===== src/rtl/rtm_pkg.sv =====
`timescale 1ns / 1ps
`default_nettype none
package rtm_pkg;

	localparam int TABLE_DEPTH = 256;
	localparam int IDX_W       = $clog2(TABLE_DEPTH);
	localparam int CNT_W       = $clog2(TABLE_DEPTH + 1);

	localparam logic [2:0] ST_UNCHANGED = 3'd0;
	localparam logic [2:0] ST_NEW       = 3'd1;
	localparam logic [2:0] ST_IMPROVED  = 3'd2;
	localparam logic [2:0] ST_DEGRADED  = 3'd3;
	localparam logic [2:0] ST_FULL      = 3'd4;

	typedef struct packed {
		logic [53:0] dest_call;
		logic [3:0]  ssid_low;
		logic [3:0]  ssid_high;
		logic [15:0] trip_time;
		logic        unreachable;
		logic [7:0]  out_port;
		logic [7:0]  kind_of_node;
		logic [47:0] alias_text;
		logic [53:0] via_call;
		logic [31:0] now_time;
	} in_t;

	typedef struct packed {
		logic [2:0]  status;
		logic [7:0]  entry_index;
		logic [15:0] prior_time;
	} out_t;

	typedef struct packed {
		logic [53:0] call;
		logic [7:0]  ssid_range;
	} key_t;

	// write enables of the route store, one per field group
	typedef struct packed {
		logic main_en;
		logic stamp_en;
		logic alias_en;
		logic via_en;
	} route_wr_t;

endpackage
`default_nettype wire


===== src/rtl/rtm_route_mem.sv =====
`timescale 1ns / 1ps
`default_nettype none
module rtm_route_mem import rtm_pkg::*; (
	input  wire logic             clk,
	input  wire route_wr_t        wr,
	input  wire logic [IDX_W-1:0] wr_addr,
	input  wire in_t              wr_data,
	input  wire logic [IDX_W-1:0] rd_addr,
	output logic [15:0]           rd_time
);

	logic [15:0] time_mem  [TABLE_DEPTH];
	logic        unr_mem   [TABLE_DEPTH];
	logic [15:0] pk_mem    [TABLE_DEPTH];
	logic [47:0] alias_mem [TABLE_DEPTH];
	logic [53:0] via_mem   [TABLE_DEPTH];
	logic [31:0] stamp_mem [TABLE_DEPTH];

	always_ff @(posedge clk) begin
		if (wr.main_en) begin
			time_mem[wr_addr] <= wr_data.trip_time;
			unr_mem[wr_addr]  <= wr_data.unreachable;
			pk_mem[wr_addr]   <= {wr_data.out_port, wr_data.kind_of_node};
		end
		if (wr.stamp_en) begin
			stamp_mem[wr_addr] <= wr_data.now_time;
		end
		if (wr.alias_en) begin
			alias_mem[wr_addr] <= wr_data.alias_text;
		end
		if (wr.via_en) begin
			via_mem[wr_addr] <= wr_data.via_call;
		end
		rd_time <= time_mem[rd_addr];
	end

endmodule
`default_nettype wire


===== config.mk =====
export PLATFORM = sky130hd
export DESIGN_NAME = rtm_route_mem
export DESIGN_NICKNAME = d
export VERILOG_FILES = /design/src/rtl/rtm_pkg.sv /design/src/rtl/rtm_route_mem.sv
export SDC_FILE = /design/constraint.sdc
export NUM_CORES = 2
export LEC_CHECK = 0
export ABC_AREA = 0
export CAP_MARGIN = 20
export CELL_PAD_IN_SITES_DETAIL_PLACEMENT = 0
export CELL_PAD_IN_SITES_GLOBAL_PLACEMENT = 1
export CORE_ASPECT_RATIO = 1.1
export CORE_MARGIN = 2
export CORE_UTILIZATION = 50
export DETAILED_ROUTE_END_ITERATION = 10
export DONT_BUFFER_PORTS = 1
export GPL_ROUTABILITY_DRIVEN = 0
export PLACE_DENSITY = 0.78
export SLEW_MARGIN = 15
export SYNTH_ARGS = -nofsm -noshare
export SYNTH_HDL_FRONTEND = slang
export SYNTH_SLANG_ARGS = --single-unit

===== constraint.sdc =====
create_clock -name clk -period 5.87 [get_ports clk]
set_clock_uncertainty 0.15 [all_clocks]
set_input_delay 1.174 -clock clk [delete_from_list [all_inputs] [get_ports clk]]
set_output_delay 1.174 -clock clk [all_outputs]
set_load 0.05 [all_outputs]

# Word-level counts from Yosys, hierarchy flattened
# Memories as Yosys holds them, arrays and structs flattened. A register that Yosys moved wholly into a read port is not among the register bits.
# Index checks and enable logic that the tools add are counted.
dict set report word_totals {
  elab_cells 3
  regBits 0
  mem_count 1
  input_bits 250
  ramBits 4096
}
# memory depth width read_ports rd_ports_with_merged_regs wr line_no
set memory_table {}
lappend memory_table {time_mem 256 16 1 1 1 rtm_route_mem.sv:12} ;# logic [15:0] time_mem [TABLE_DEPTH];
dict set report classes {
  muxes 2
}
# op n
set ops {}
lappend ops {{1-bit two-way mux} 2}

# Depth between registers and ports, before layout
dict set report logic_depth {
  ltp_word 2
  mapped_depth 12
}

# Worst setup path after synthesis
# No wires, ideal clock.
dict set report synth_path {
  path_type {input to register}
  start {in wr_addr[3]}
  end {mem time_mem[235][0] (enable)}
  arrival_ns 2.951
  cell_stages 6
  slack_ns 2.381
  n_path_buf 3
  setup_ns 0.388
  cell_sequence {clkbuf_1 > nor2b_1 > clkbuf_1 > nand4_1 > clkbuf_1 > nor2_1}
}
# element line_no
set synth_lines {}
lappend synth_lines {{from (decl)} rtm_route_mem.sv:6} ;# input wire logic [IDX_W-1:0] wr_addr,
lappend synth_lines {{to (decl)} rtm_route_mem.sv:12}
# No word-level cell before the write port.

==> flow_summary.json <==
{
  "status": "finished with violations",
  "violations": "max-slew violations",
  "fmax_mhz": 175,
  "grt_pass1_vias": 77300,
  "p_clk_frac": 0.422,
  "swShare": 0.206,
  "dp_cells": 11500,
  "track_usage": 0.242,
  "async_flop_share": 0,
  "wirelength_um": 394000,
  "synth_edf_count": 4096,
  "ys.flop_type": "edfxtp_1",
  "period_needed_ns": 5.71,
  "drc": 0,
  "clock-sinks": 4112,
  "drtAntennaViolNets": 0,
  "maxCapViolCount": 0,
  "io_buffers": 0,
  "critPathRequiredTime_ns": 6.57,
  "worstReg2RegStart": "time_mem[170][12]",
  "post_cts_resize_count": 0,
  "p_per_area_mw_per_mm2": 337,
  "synth_nets": 7610,
  "viasPerCell": 6.38,
  "dp_hpwl_um": 210000,
  "yosysSeqAreaShare": 0.777,
  "hold_start": "wr_data[166]",
  "hold_violations": 0,
  "htreeDepth": 5,
  "setup_violations": 0,
  "cp_data_arrival_time_ns": 6.41,
  "drive_above_1_share": 0.241,
  "postCtsHoldBufs": 0,
  "core_mm2": 0.315,
  "crit_path_start_kind": "primary input",
  "yosysUniqueCellTypes": 52,
  "start_util": 0.503,
  "areaGrowthSynthToFinish_pct": 12.3,
  "fillCellCount": 22300,
  "synth_seq_cells": 4112,
  "r2r_cells": 7,
  "wl_per_cell_um": 32.2,
  "slew_headroom": -0.141,
  "rsz0062_at_grt": "false",
  "cp-end-kind": "flip-flop",
  "tightest_slew_ns": 1.71,
  "fin_cells": 12200,
  "clockBufferDepth": 4,
  "leakagePower_uw": 0.0563,
  "num_rows": 216,
  "hold_slack_ns": 0.205,
  "postSynthAreaPerCell_um2": 21.6,
  "final_common_cell": "edfxtp_1",
  "synthesis.instances": 7360,
  "slew_viol_final": 103,
  "cts_tree": "done",
  "yosysWarnings": 0,
  "pin_count": 266,
  "reg2reg_to": "rd_time[12]",
  "vias": 78000,
  "worst_skew_pair.late_latency_ns": 0.98,
  "period_share": 0.972,
  "dieWidth_um": 541,
  "worstPathMaxFanout": 152,
  "die_h_um": 595,
  "dr.pass1.iters": 6,
  "hold_path_depth": 0,
  "num-nets-final": 7994,
  "cts-root-buf": "clkbuf_16",
  "p_int_uw": 47700,
  "layout_common_cells": "edfxtp_1, mux4_2, mux2i_1",
  "power_frac_seq": 0.541,
  "antenna_found_initial": 11,
  "hold_path_end": "time_mem[29][15]",
  "dr.first_iter.drc_count": 10700,
  "critPathKind": "primary input to flip-flop",
  "power_switching_uw": 12400,
  "die_area_mm2": 0.322,
  "p_comb_frac": 0.038,
  "grt_max_degree": 738,
  "max-vdd-ir-drop_uv": 264,
  "rrSetupSlack_ns": 2.66,
  "grt.overflow.total": 0,
  "synth_area_mm2": 0.159,
  "hp-class": "primary input to flip-flop",
  "grt_pass1_wl_um": 561000,
  "clk_pin_slew_worst_paths_ns": 0.06,
  "cts_made_buffers": 399
}
per-stage QoR:
step / instance area [um^2] / TNS (ns) / setup WS, ns / util / power, uW
2_1_floorplan: 159000 / 0 / 2.38 / - / 34700
3_3_place_gp: 165000 / -11.12 / -1.06 / 0.522 / 35200
3_5_place_dp: 165000 / -12.08 / -1.21 / 0.523 / 35200
4_1_cts: 178000 / 0 / 0.159 / 0.564 / 60200
5_1_grt: 178000 / 0 / 0.0288 / 0.565 / 61600
6_report: 178000 / 0 / 0.164 / 0.565 / 60100
worst max-delay path, cell delays in order:
cell and delay (ns):
buf_16 0.39, buf_16 0.53, buf_16 0.70, buf_16 0.58, buf_16 0.48, mux2i_1 0.16
o221ai_1 0.27, o22ai_1 0.13, o21ai_0 0.56, buf_4 0.23, nand4_1 0.11, nor4_1 0.35
cells in the mapped netlist, types with 2 or more instances:
| library cell | n | area, um^2 |
|---|---|---|
| and4_1 | 2 | 17.5 |
| inv_1 | 3 | 11.3 |
| o22ai_1 | 148 | 926 |
| nand4_1 | 26 | 163 |
| a221oi_1 | 28 | 245 |
| a2111oi_0 | 6 | 52.6 |
| or2_2 | 4 | 25.0 |
| a22o_1 | 32 | 280 |
| a21oi_1 | 175 | 876 |
| or3_1 | 2 | 12.5 |
| buf_2 | 76 | 380 |
| nand3_1 | 35 | 175 |
| clkbuf_1 | 230 | 863 |
| nand2b_1 | 3 | 18.8 |
| buf_1 | 27 | 101 |
| mux4_2 | 797 | 17900 |
| nand2_1 | 38 | 143 |
| nor2b_1 | 9 | 56.3 |
| nor3_1 | 92 | 460 |
| nand4b_1 | 3 | 26.3 |
| o31ai_1 | 16 | 120 |
| o32ai_1 | 20 | 175 |
| a31oi_1 | 6 | 37.5 |
| o21ai_0 | 37 | 185 |
| nor2_1 | 304 | 1140 |
| a211oi_1 | 18 | 135 |
| buf_4 | 26 | 195 |
| buf_8 | 11 | 165 |
| mux2i_1 | 565 | 5660 |
| nor4_1 | 17 | 106 |
| a22oi_1 | 43 | 323 |
| buf_12 | 5 | 100 |
| dfxtp_1 | 16 | 320 |
| and3_1 | 11 | 68.8 |
| a21o_1 | 2 | 15.0 |
| mux2_2 | 88 | 991 |
| buf_6 | 77 | 867 |
| o221ai_1 | 252 | 2210 |
| edfxtp_1 | 4096 | 123000 |
| nor4bb_1 | 2 | 20.0 |
registers in the layout (all words and copies together), names as in the netlist:
register and cells:
time_mem 4096, rd_time 16
kinds of logic (layout without fill, tap and decap cells):
| group | count (synthesis) | after routing | synth area share |
|---|---|---|---|
| AOI/OAI and AO/OA | 786 | 786 | 0.0354 |
| and+or+nand+nor | 556 | 556 | 0.0157 |
| muxes | 1450 | 1450 | 0.155 |
| buffers and inverters | 456 | 1175 | 0.0169 |
| DFF | 4112 | 4112 | 0.777 |
| other | 0 | 7 | 0 |
routing by layer:
metal,GRT usage,vias to the layer above,routed length [um]
li1,-,32100,-
met1,0.333,41000,150000
met2,0.378,4275,187000
met3,0.0515,676,39100
met4,0.0985,4,17500
met5,0,-,26
layout make-up:
class | count | area [um^2] | share of cell area
Sequential cell | 4112 | 123000 | 0.692
Clock inverter | 256 | 2510 | 0.0141
Antenna cell | 7 | 17.5 | 0.0000983
Clock buffer | 480 | 10400 | 0.0584
Timing Repair Buffer | 435 | 3820 | 0.0215
Inverter | 4 | 27.5 | 0.000154
Tap cell | 4142 | 5180 | 0.0291
Multi-Input combinational cell | 2792 | 32900 | 0.185
what timing repair did:
item                                    CTS  global route
endpoints found under the hold margin     0             0
buffers inserted                          0             0
cloned                                    1             1
endpoints found under the setup margin    2             4
worst max-delay path by stage:
stage / startpoint / to / slack (ns) / cells past startpoint
CTS: rd_addr[0] / rd_time[3] / 0.16 / 11
finish: rd_addr[0] / rd_time[3] / 0.16 / 12
floorplan: wr_addr[3] / time_mem[235][0] / 2.38 / 6
global placement: rd_addr[0] / rd_time[3] / -1.06 / 11
global route: rd_addr[0] / rd_time[3] / 0.03 / 12
detailed placement: rd_addr[0] / rd_time[3] / -1.21 / 11
power groups by stage:
stage          combinational, uW  clock [uW]  sequential [uW]
2_1_floorplan               1600           0            33100
3_3_place_gp                2100           0            33100
5_1_grt                     2360       26800            32500
4_1_cts                     2130       25600            32500
3_5_place_dp                2120           0            33100
6_report                    2260       25300            32500
No activity file was read; power rests on OpenSTA's default activity.
